<file path="config.mk">
export PLATFORM = sky130hd
export DESIGN_NAME = rmf_median9
export DESIGN_NICKNAME = d
export VERILOG_FILES = /design/src/hdl/raster_median_filter_assert.svh /design/src/hdl/rmf_pkg.sv /design/src/hdl/rmf_median9.sv
export SDC_FILE = /design/constraint.sdc
export NUM_CORES = 1
export LEC_CHECK = 0
export ABC_AREA = 1
export BUFFER_PORTS_ARGS = -buffer_cell sky130_fd_sc_hd__buf_2
export CORE_ASPECT_RATIO = 1.2
export CORE_MARGIN = 1
export CORE_UTILIZATION = 50
export DETAILED_ROUTE_END_ITERATION = 7
export PLACE_DENSITY = 0.7
export SLEW_MARGIN = 20
export SYNTH_ARGS = -nofsm -noshare
export SYNTH_HDL_FRONTEND = slang
export SYNTH_SLANG_ARGS = --single-unit
export TNS_END_PERCENT = 50
</file>
<file path="constraint.sdc">
create_clock -name vclk -period 19.79
set_clock_uncertainty 0.05 [all_clocks]
set_input_delay 2.9685 -clock vclk [all_inputs]
set_output_delay 2.9685 -clock vclk [all_outputs]
set_load 0.05 [all_outputs]
</file>
<file path="src/hdl/raster_median_filter_assert.svh">
// Assertion helpers for the raster median filter.
`ifndef RASTER_MEDIAN_FILTER_ASSERT_SVH
`define RASTER_MEDIAN_FILTER_ASSERT_SVH

// Same-cycle implication, sampled on the block clock, off during reset.
`define RMF_ASSERT_NOW(label, cond, prop, msg) \
    label: assert property (@(posedge i_clk) disable iff (!i_rst_n) (cond) |-> (prop)) \
        else $error(msg);

// Next-cycle implication.
`define RMF_ASSERT_NEXT(label, cond, prop, msg) \
    label: assert property (@(posedge i_clk) disable iff (!i_rst_n) (cond) |=> (prop)) \
        else $error(msg);

`endif

</file>
<file path="src/hdl/rmf_pkg.sv">
package rmf_pkg;

    localparam int PIXEL_BITS_DEF = 8;
    localparam int MAX_WIDTH_DEF  = 1024;
    localparam int MAX_HEIGHT_DEF = 1024;

    // Window half size is fixed at one: 3x3 window, median is element 4 of 9.
    localparam int WIN_SIDE = 3;
    localparam int WIN_TAPS = WIN_SIDE * WIN_SIDE;
    localparam int MED_IDX  = WIN_TAPS / 2;

    localparam int CFG_BITS     = 11;
    localparam int CFG_IDX_BITS = 2;
    localparam int MIN_SIZE     = WIN_SIDE;

    typedef enum logic [CFG_IDX_BITS-1:0] {
        CFG_RADIUS = 2'd0,
        CFG_WIDTH  = 2'd1,
        CFG_HEIGHT = 2'd2
    } t_cfg_idx;

endpackage

</file>
<file path="src/hdl/rmf_median9.sv">
module rmf_median9 #(
    parameter int W = 8
) (
    input  logic [rmf_pkg::WIN_TAPS-1:0][W-1:0] i_taps,
    output logic [W-1:0]                        o_median
);
    import rmf_pkg::*;

    // Compare-exchange network that leaves the median of nine in slot four.
    localparam int NPAIR = 19;
    localparam int PA [NPAIR] = '{1, 4, 7, 0, 3, 6, 1, 4, 7, 0, 5, 4, 3, 1, 2, 4, 4, 6, 4};
    localparam int PB [NPAIR] = '{2, 5, 8, 1, 4, 7, 2, 5, 8, 3, 8, 7, 6, 4, 5, 7, 2, 4, 2};

    logic [W-1:0] v [WIN_TAPS];

    always_comb begin
        logic [W-1:0] t;
        t = '0;
        for (int k = 0; k < WIN_TAPS; k++) begin
            v[k] = i_taps[k];
        end
        for (int k = 0; k < NPAIR; k++) begin
            if (v[PA[k]] > v[PB[k]]) begin
                t        = v[PA[k]];
                v[PA[k]] = v[PB[k]];
                v[PB[k]] = t;
            end
        end
        o_median = v[MED_IDX];
    end

endmodule

</file>
# Word level (Yosys, flattened, before mapping)
# Cells that the tools add are included.
# word_totals
register_bits,0
elab_cells,40
# op_classes
order_cmp,19
muxes,21
# ops
op,n
8-bit greater-than comparator,19
16-bit 2-to-1 mux,9
8-bit 2-to-1 mux,12

# Depth between registers and ports, before layout
# Gate-level depths: netlist of the first run.
# depth
ltp_word,18
depth_mapped,102

# Worst setup path after synthesis of the first run
# Ideal clock, no wire load.
# synth_timing
kind,input-to-output
from,input port i_taps[47] (netlist bit)
to,output port o_median[5]
stages,83
required_time_ns,16.771
path_buffers,8
t_arrival_ns,15.258
path_slack_ns,1.514
cell_sequence,inv_1 ha_1 a21o_1 nor2_1 nand2_1 nand2_2 clkbuf_1 clkbuf_1 o21ai_0 inv_1 ha_1 a21oi_1 nor2_1 a211oi_1 nand2_2 nand2_2 inv_1 buf_2 [47 not listed] a21oi_1 nor2_1 a211oi_1 nand2_4 nand2_4 nand2_2 and2_1 ha_1 inv_1 nor2_1 nor2_1 o21ai_0 nand2_1 o211ai_1 nand2_1 buf_1 or2_2 nand2_1
# synth_via
elab_chain_len,18
# synth_rtl
element,line_no,rtl
start: declaration,rmf_median9.sv:4,"input logic [rmf_pkg::WIN_TAPS-1:0][W-1:0] i_taps,"
8-bit greater-than comparator,rmf_median9.sv:23,if (v[PA[k]] > v[PB[k]]) begin
16-bit 2-to-1 mux (*),rmf_median9.sv:23,
8-bit greater-than comparator,rmf_median9.sv:23,
16-bit 2-to-1 mux,rmf_median9.sv:23,
8-bit greater-than comparator,rmf_median9.sv:23,
16-bit 2-to-1 mux,rmf_median9.sv:23,
8-bit greater-than comparator,rmf_median9.sv:23,
8-bit 2-to-1 mux,rmf_median9.sv:23,
[2 not listed],--,
8-bit greater-than comparator,rmf_median9.sv:23,
8-bit 2-to-1 mux,rmf_median9.sv:23,
8-bit greater-than comparator,rmf_median9.sv:23,
8-bit 2-to-1 mux,rmf_median9.sv:23,
8-bit greater-than comparator,rmf_median9.sv:23,
8-bit 2-to-1 mux,rmf_median9.sv:23,
8-bit greater-than comparator,rmf_median9.sv:23,
8-bit 2-to-1 mux (*),rmf_median9.sv:23,
end: declaration,rmf_median9.sv:5,output logic [W-1:0] o_median
# Mark *: on every way between the ends. The rest lies on a longest branch, timed or not.

# Worst setup path in the final report of the first run
# Ends and elaborated chain as after synthesis.

==> metrics.csv, run 1 <==
stage;metric;value;unit
run_status;status;finished clean;
place;DP HPWL;14.2;mm
floorplan;Top Ports;80;
timing;count of final hold-check violations;0;
worst_hold_path;hold crit path type;in2out;
finish;Util after Layout;0.571;
place;port buffer count;80;
timing;normalized max-slew margin;0.362;
yosys;Yosys top cell area share;0.296;
grt;first-pass GRT wire length;26.5;mm
yosys;Synth area leaders;ha_1 30%, nand2_1 21%, o21ai_0 15%, inv_1 7.6%, a21oi_1 5.0%;
yosys;top-count cell post-synth;nand2_1;
finish;Filler Cell Count;1305;
grt;grt total ovfl;0;
yosys;Syn Area/Cell;5.59;µm²
floorplan;Starting Density;0.512;
finish;fraction of layout cells with a size suffix above 1;0.145;
drt;vias;7084;
finish;Post-layout nets;1402;
grt;largest net degree at the start of global routing;32;
grt;Total GRT Usage;0.247;
setup_path;CP startpoint;i_taps[47];
timing;Final Critical Period;18.47;ns
setup_path;worst setup path category;in2out;
drt;ANT nets after route;0;
finish;seq_cells;0;
grt;antenna violations before repair;0;
place;Placer Congestion;0.960;
finish;clock tree buffer count of the final layout;0;
setup_path;cell family with most CP delay;simple AND/OR/NAND/NOR gates;
floorplan;Die Height;124;µm
setup_path;CP max stage cell;o21ai_0;
yosys;syn nets;1329;
yosys;Mapped Area;6200;µm²
floorplan;core area;12100;µm²
drt;drt initial violations;408;
drt;WL per Instance;12.3;µm
drt;Post-route DRC;0;
yosys;Synth area leader;ha_1;
timing;Final setup viols;0;
floorplan;Die Width;104;µm
setup_path;most frequent CP cell;nand2_1;
finish;Register Area;0;µm²
timing;Worst-Margin Slew;0.957;ns
setup_path;worst path bufs/invs;13;
setup_path;Worst EP arrival;15.45;ns
drt;Vias/cell;5.28;
finish;antenna diode count;0;
flow_run;maxcap violations;0;
timing;setup TNS;0;ns
drt;drt total wl;16.5;mm
floorplan;Core Rows;44;
cts;CTS Hold Bufs;0;
yosys;Seq/Total Area, Yosys;0;
timing;Final Cycle Share;0.933;
finish;cell area after layout;6920;µm²
timing;Max Freq;54.1;MHz
setup_path;startpoint types;input port;
drt;first-pass detailed-route iteration total;5;
finish;Area growth syn-to-layout;11.5;%
yosys;post-synth cell types;34;
setup_path;Worst path max stage delay;0.41;ns
yosys;Synth Instances;1110;
setup_path;CP max FO;16;
grt;vias in the first global route;5977;
setup_path;Crit. End Element;primary output;
yosys;top cells by count, synth;342 x nand2_1, 189 x o21ai_0, 147 x ha_1, 125 x inv_1, 62 x a21oi_1;
yosys;Yosys Warn Count;0;
place;placed cell area;6700;µm²
timing;Final Slew Violations;0;
setup_path;CP required;16.77;ns
worst_hold_path;critical hold path startpoint;i_taps[55];
floorplan;Die Area;12900;µm²
routing by layer:
metal | vias to the layer above | global-route usage | share of wire
met3 | 20 | 0.0115 | 0.041
met1 | 3033 | 0.314 | 0.46
li1 | 3889 | - | -
met5 | - | 0 | 0
met4 | 0 | 0.0625 | 0.028
met2 | 142 | 0.459 | 0.47
stage by stage:
step                setup WS [ns]  hold WS [ns]  cells
floorplan                    1.51          6.66   1110
global placement            0.153          6.88   1323
detailed placement        -0.0548          6.88   1323
CTS                         0.313          6.88   1323
global route              -0.0864          6.98   1342
finish                       1.32          6.87   1342
placed cells by master, fill, tap and decap left out, types with 11 or more instances in the layout:
master / count
a211oi_1: 11
a21oi_1: 62
buf_2: 80
buf_4: 19
ha_1: 147
inv_1: 120
nand2_1: 341
nand2_2: 27
nand3_1: 37
nor2_1: 47
o21ai_0: 175
o21ai_1: 35
worst paths after layout:
check | depth (start not counted) | slack (ns) | endpoint
setup / recovery | 81 | 1.32 | o_median[5]
hold / removal | 8 | 6.87 | o_median[7]
kinds of logic (layout without fill, tap and decap cells):
group,count (synthesis),count (layout),synth area share
AND/OR/NAND/NOR,490,492,0.333
AO/OA/AOI/OAI,307,308,0.266
buffers and inverters,166,234,0.104
adder cells (fa/ha/maj),147,147,0.296
what timing repair did:
| action | CTS | global route |
|---|---|---|
| gates resized for setup | 2 | 28 |
| cloned | 0 | 5 |
| pin swaps | 0 | 5 |
| buffers inserted | 0 | 14 |
| endpoints found under the setup margin | 4 | 8 |
final cells by class:
type                            instances  area [µm²]  share of cell area
Multi-Input combinational cell        947        5650               0.817
Timing Repair Buffer                  100         548              0.0792
Inverter                              132         507              0.0733
Tap cell                              161         201              0.0291
Timing Repair inverter                  2        10.0             0.00145
Power of run 1 is left out: the tool's default activity adds up to more than one toggle a clock period on the data nets, which glitch-free logic cannot reach.
==> run 2: changes to the inputs <==
--- a/config.mk
+++ b/config.mk
@@ -5,13 +5,12 @@
 export SDC_FILE = /design/constraint.sdc
 export NUM_CORES = 1
 export LEC_CHECK = 0
-export ABC_AREA = 1
 export BUFFER_PORTS_ARGS = -buffer_cell sky130_fd_sc_hd__buf_2
 export CORE_ASPECT_RATIO = 1.2
 export CORE_MARGIN = 1
 export CORE_UTILIZATION = 50
 export DETAILED_ROUTE_END_ITERATION = 7
-export PLACE_DENSITY = 0.7
+export PLACE_DENSITY = 0.69
 export SLEW_MARGIN = 20
 export SYNTH_ARGS = -nofsm -noshare
 export SYNTH_HDL_FRONTEND = slang
==> run 2 against run 1 <==
The flow now finishes with violations (setup timing). Count of clock-buffer cells in the layout did not move. First-iteration DRC count grew 84%. Utilization increased by 24 points. Setup slack worse by 2.2 ns. Largest cell class unchanged. Highest routed layer unchanged.
==> metrics.csv, run 2 <==
stage;metric;value;unit
drt;Vias/cell;6.21;
setup_path;cell family with most CP delay;simple AND/OR/NAND/NOR gates;
worst_hold_path;cell depth of the worst min-delay path;6;
setup_path;CP max stage cell;or4_4;
yosys;syn nets;1245;
timing;Max Freq;48.3;MHz
setup_path;CP startpoint;i_taps[45];
timing;normalized max-slew margin;0.536;
floorplan;Starting Density;0.518;
yosys;Seq/Total Area, Yosys;0;
setup_path;worst path bufs/invs;12;
finish;antenna diode count;0;
yosys;Yosys top cell area share;0.266;
setup_path;CP required;16.77;ns
setup_path;CP Depth;85;
yosys;Synth Area in Simple Gates;0.228;
timing;Final Slew Violations;0;
timing;Worst-Margin Slew;0.689;ns
yosys;Post-Synth XOR/XNOR Area;0.00253;
place;DP HPWL;19.2;mm
finish;clock tree buffer count of the final layout;0;
finish;most frequent cells in the layout;276 x buf_4, 119 x ha_1, 93 x a21oi_1;
setup_path;worst setup path category;in2out;
place;Placer Congestion;0.986;
floorplan;Top Ports;80;
finish;Area growth syn-to-layout;56.1;%
timing;Final setup viols;8;
finish;seq_cells;0;
floorplan;Die Width;109;µm
yosys;adder-cell share of the synthesized area;0.266;
yosys;Mapped Area;6910;µm²
yosys;combinational family with the most area after synthesis;compound AO/OA/AOI/OAI gates;
place;placed cell area;9110;µm²
grt;first-pass GRT wire length;39.2;mm
setup_path;Worst path max stage delay;0.58;ns
run_status;failing checks;setup timing;
floorplan;Core Rows;46;
yosys;Synth area leader;ha_1;
yosys;post-synthesis mux area share;0.123;
worst_hold_path;critical hold path startpoint;i_taps[53];
timing;final worst slack;-0.911;ns
setup_path;Worst EP arrival;17.68;ns
run_status;status;finished, violations left;
setup_path;Crit. End Element;primary output;
yosys;Synth Instances;1026;
grt;antenna violations before repair;0;
yosys;top-count cell post-synth;ha_1;
timing;RSZ-0062 raised after global routing;yes;
grt;largest net degree at the start of global routing;21;
cts;CTS Hold Bufs;0;
finish;Post-layout nets;1586;
floorplan;Die Height;131;µm
timing;Final Critical Period;20.70;ns
drt;drt initial violations;752;
floorplan;Die Area;14300;µm²
finish;Filler Cell Count;847;
drt;vias;9523;
setup_path;most frequent CP cell;o21ai_2;
place;port buffer count;80;
yosys;top cells by count, synth;147 x ha_1, 117 x a21oi_1, 95 x nand2_1, 95 x o21ai_0, 93 x nor2_1;
yosys;Synth Area in Compound Gates;0.310;
yosys;Yosys Warn Count;0;
finish;commonest non-fill, non-tap cell in the layout;buf_4;
finish;cell area after layout;10800;µm²
timing;Final Cycle Share;1.05;
drt;WL per Instance;18.8;µm
drt;ANT nets after route;0;
yosys;post-synth cell types;67;
drt;Post-route DRC;0;
worst_hold_path;hold crit path type;in2out;
drt;first-pass detailed-route iteration total;5;
finish;Register Area;0;µm²
flow_run;maxcap violations;0;
yosys;Syn Area/Cell;6.74;µm²
finish;fraction of layout cells with a size suffix above 1;0.432;
finish;area of the multi-input gates;7560;µm²
grt;vias in the first global route;8385;
setup_path;startpoint types;input port;
drt;drt total wl;28.9;mm
yosys;Synth area leaders;ha_1 27%, a21oi_1 8.5%, mux2i_1 7.7%, o21ai_0 6.9%, nand2_1 5.2%;
grt;Total GRT Usage;0.339;
floorplan;core area;13400;µm²
setup_path;CP max FO;7;
grt;grt total ovfl;0;
timing;count of final hold-check violations;0;
-- run 2: per-layer routing --
| metal | GRT usage | wire length [µm] |
|---|---|---|
| met5 | 0 | 0 |
| met3 | 0.0203 | 2170 |
| met2 | 0.621 | 13700 |
| met4 | 0.154 | 2060 |
| met1 | 0.403 | 11000 |
-- run 2: path summary, 6_finish.rpt --
check / slack, ns / end
hold / removal: 6.78 / o_median[5]
setup / recovery: -0.91 / o_median[7]
-- run 2: kinds of logic after synthesis --
logic type | count (synthesis)
AOI/OAI and AO/OA | 343
adders and majority gates | 147
buffers and inverters | 124
xor gates and xnor gates | 2
muxes | 81
and+or+nand+nor | 329
-- run 2: layout make-up --
cell class / instances / share of cell area
Tap cell: 168 / 0.0195
Inverter: 88 / 0.0311
Multi-Input combinational cell: 906 / 0.700
Timing Repair Buffer: 371 / 0.249
-- run 2: through the flow --
step	util	std cells	setup TNS [ns]	hold slack (ns)	worst slack, ns
after floorplan	-	1026	0	6.55	0.0157
after global placement	0.683	1442	-4.74	6.82	-0.656
after detailed placement	0.683	1442	-6.10	6.83	-0.837
after CTS	0.739	1492	0	6.76	0.0160
after global routing	0.808	1533	-11.86	6.82	-1.55
final	0.808	1533	-6.70	6.78	-0.911
-- run 2: worst min-delay path, cell delays in order --
cell	delay (ns)
buf_2	0.14
a21oi_1	0.10
nor2_1	0.09
a21oi_1	0.11
a311oi_4	0.27
buf_6	0.18
-- run 2: timing repair --
action,in CTS,in global routing
resized for setup,83,122
pin swaps,40,91
buffers inserted,46,42
gates cloned,4,0
endpoints found under the setup margin,8,8
Power of run 2 is left out for the same reason.
==> run 3: changes to the inputs <==
--- a/config.mk
+++ b/config.mk
@@ -6,11 +6,13 @@
 export NUM_CORES = 1
 export LEC_CHECK = 0
 export BUFFER_PORTS_ARGS = -buffer_cell sky130_fd_sc_hd__buf_2
+export CELL_PAD_IN_SITES_DETAIL_PLACEMENT = 0
+export CELL_PAD_IN_SITES_GLOBAL_PLACEMENT = 1
 export CORE_ASPECT_RATIO = 1.2
 export CORE_MARGIN = 1
-export CORE_UTILIZATION = 50
+export CORE_UTILIZATION = 45
 export DETAILED_ROUTE_END_ITERATION = 7
-export PLACE_DENSITY = 0.69
+export PLACE_DENSITY = 0.84
 export SLEW_MARGIN = 20
 export SYNTH_ARGS = -nofsm -noshare
 export SYNTH_HDL_FRONTEND = slang
==> run 3 against run 2 <==
The flow still finishes with violations (setup timing). Via count shrank 2.2%. Worst hold slack improved by 0.089 ns. Non-clock buffer count increased by 8. First-iteration DRC count down 23%. Sequential cell count stayed put. Global-route usage fell by 3.4 points. Cell count grew 2.7%. Critical path type unchanged.
==> metrics.csv, run 3 (same netlist as run 2, synthesis figures left out) <==
stage;metric;value;unit
finish;non-filler cells, final;1574;
finish;Area growth syn-to-layout;61.0;%
finish;seq_cells;0;
place;DP HPWL;19.6;mm
grt;vias in the first global route;8404;
place;placed cell count;1472;
finish;antenna diode count;0;
drt;ANT nets after route;0;
floorplan;Starting Density;0.460;
setup_path;worst setup path category;in2out;
finish;cell area after layout;11100;µm²
grt;largest net degree at the start of global routing;24;
finish;Util after Layout;0.741;
timing;Worst-Margin Slew;0.867;ns
setup_path;Crit. End Element;primary output;
timing;final worst slack;-0.840;ns
grt;grt total ovfl;0;
floorplan;Core Rows;49;
setup_path;Worst EP arrival;17.61;ns
finish;most frequent cells in the layout;283 x buf_4, 113 x ha_1, 89 x nand2_1;
floorplan;core area;15000;µm²
grt;Total GRT Usage;0.305;
setup_path;most frequent CP cell;o21ai_1;
run_status;status;finished, violations left;
timing;count of final hold-check violations;0;
timing;Final Slew Violations;0;
drt;WL per Instance;17.6;µm
drt;drt initial violations;581;
worst_hold_path;hold crit path type;in2out;
drt;Vias/cell;5.92;
run_status;failing checks;setup timing;
grt;first-pass GRT wire length;39.0;mm
timing;RSZ-0062 raised after global routing;yes;
drt;first-pass detailed-route iteration total;6;
setup_path;CP required;16.77;ns
finish;Register Area;0;µm²
finish;Post-layout nets;1591;
timing;hold slack final;6.86;ns
timing;Final Critical Period;20.63;ns
grt;antenna violations before repair;0;
setup_path;CP max stage cell;or4_4;
finish;commonest non-fill, non-tap cell in the layout;buf_4;
timing;Final Cycle Share;1.04;
timing;Final setup viols;8;
timing;normalized max-slew margin;0.416;
place;port buffer count;80;
drt;drt total wl;27.7;mm
setup_path;startpoint types;input port;
floorplan;Top Ports;80;
floorplan;Die Height;138;µm
flow_run;maxcap violations;0;
finish;fraction of layout cells with a size suffix above 1;0.455;
setup_path;Worst path max stage delay;0.56;ns
place;placed cell area;9140;µm²
setup_path;CP max FO;8;
floorplan;Die Width;115;µm
drt;vias;9311;
finish;clock tree buffer count of the final layout;0;
timing;Max Freq;48.5;MHz
drt;Post-route DRC;0;
floorplan;Die Area;15900;µm²
place;Placer Congestion;0.990;
## run 3: layout make-up
cell class                 instances  area [µm²]
multi-input combinational        903        7710
timing repair buffer             379        2830
inverter                          88         338
tap                              204         255
fill                            1100        3890
## run 3: what timing repair did
| action | CTS | global route |
|---|---|---|
| pin swaps | 47 | 79 |
| hold buffers | 0 | 0 |
| gates resized for setup | 81 | 184 |
| gates cloned | 1 | 1 |
| setup buffers | 59 | 42 |
| setup endpoints to repair | 8 | 8 |
## run 3: path summary, 6_finish.rpt
| check | startpoint | end | slack (ns) | cells past startpoint |
|---|---|---|---|---|
| worst min-delay path | i_taps[53] | o_median[5] | 6.86 | 6 |
| worst max-delay path | i_taps[38] | o_median[7] | -0.84 | 82 |
## run 3: worst max-delay path, delay by kind of cell
family / cells / cell delay [ns]
adder cells (fa/ha/maj): 8 / 2.21
buffers and inverters: 8 / 0.97
AO/OA/AOI/OAI: 33 / 5.25
multiplexers: 3 / 0.76
AND/OR/NAND/NOR: 30 / 5.41
## run 3: layer usage
layer / wire [µm] / GRT usage
met1: 10900 / 0.358
met2: 13500 / 0.570
met3: 1530 / 0.0101
met4: 1720 / 0.139
met5: 0 / 0
## run 3: through the flow
stage	TNS [ns]	setup WS [ns]
floorplan	0	0.0157
global placement	-5.87	-0.816
detailed placement	-7.54	-1.02
CTS	0	0.0247
global route	-10.82	-1.45
finish	-5.72	-0.840
Power of run 3 is left out for the same reason.
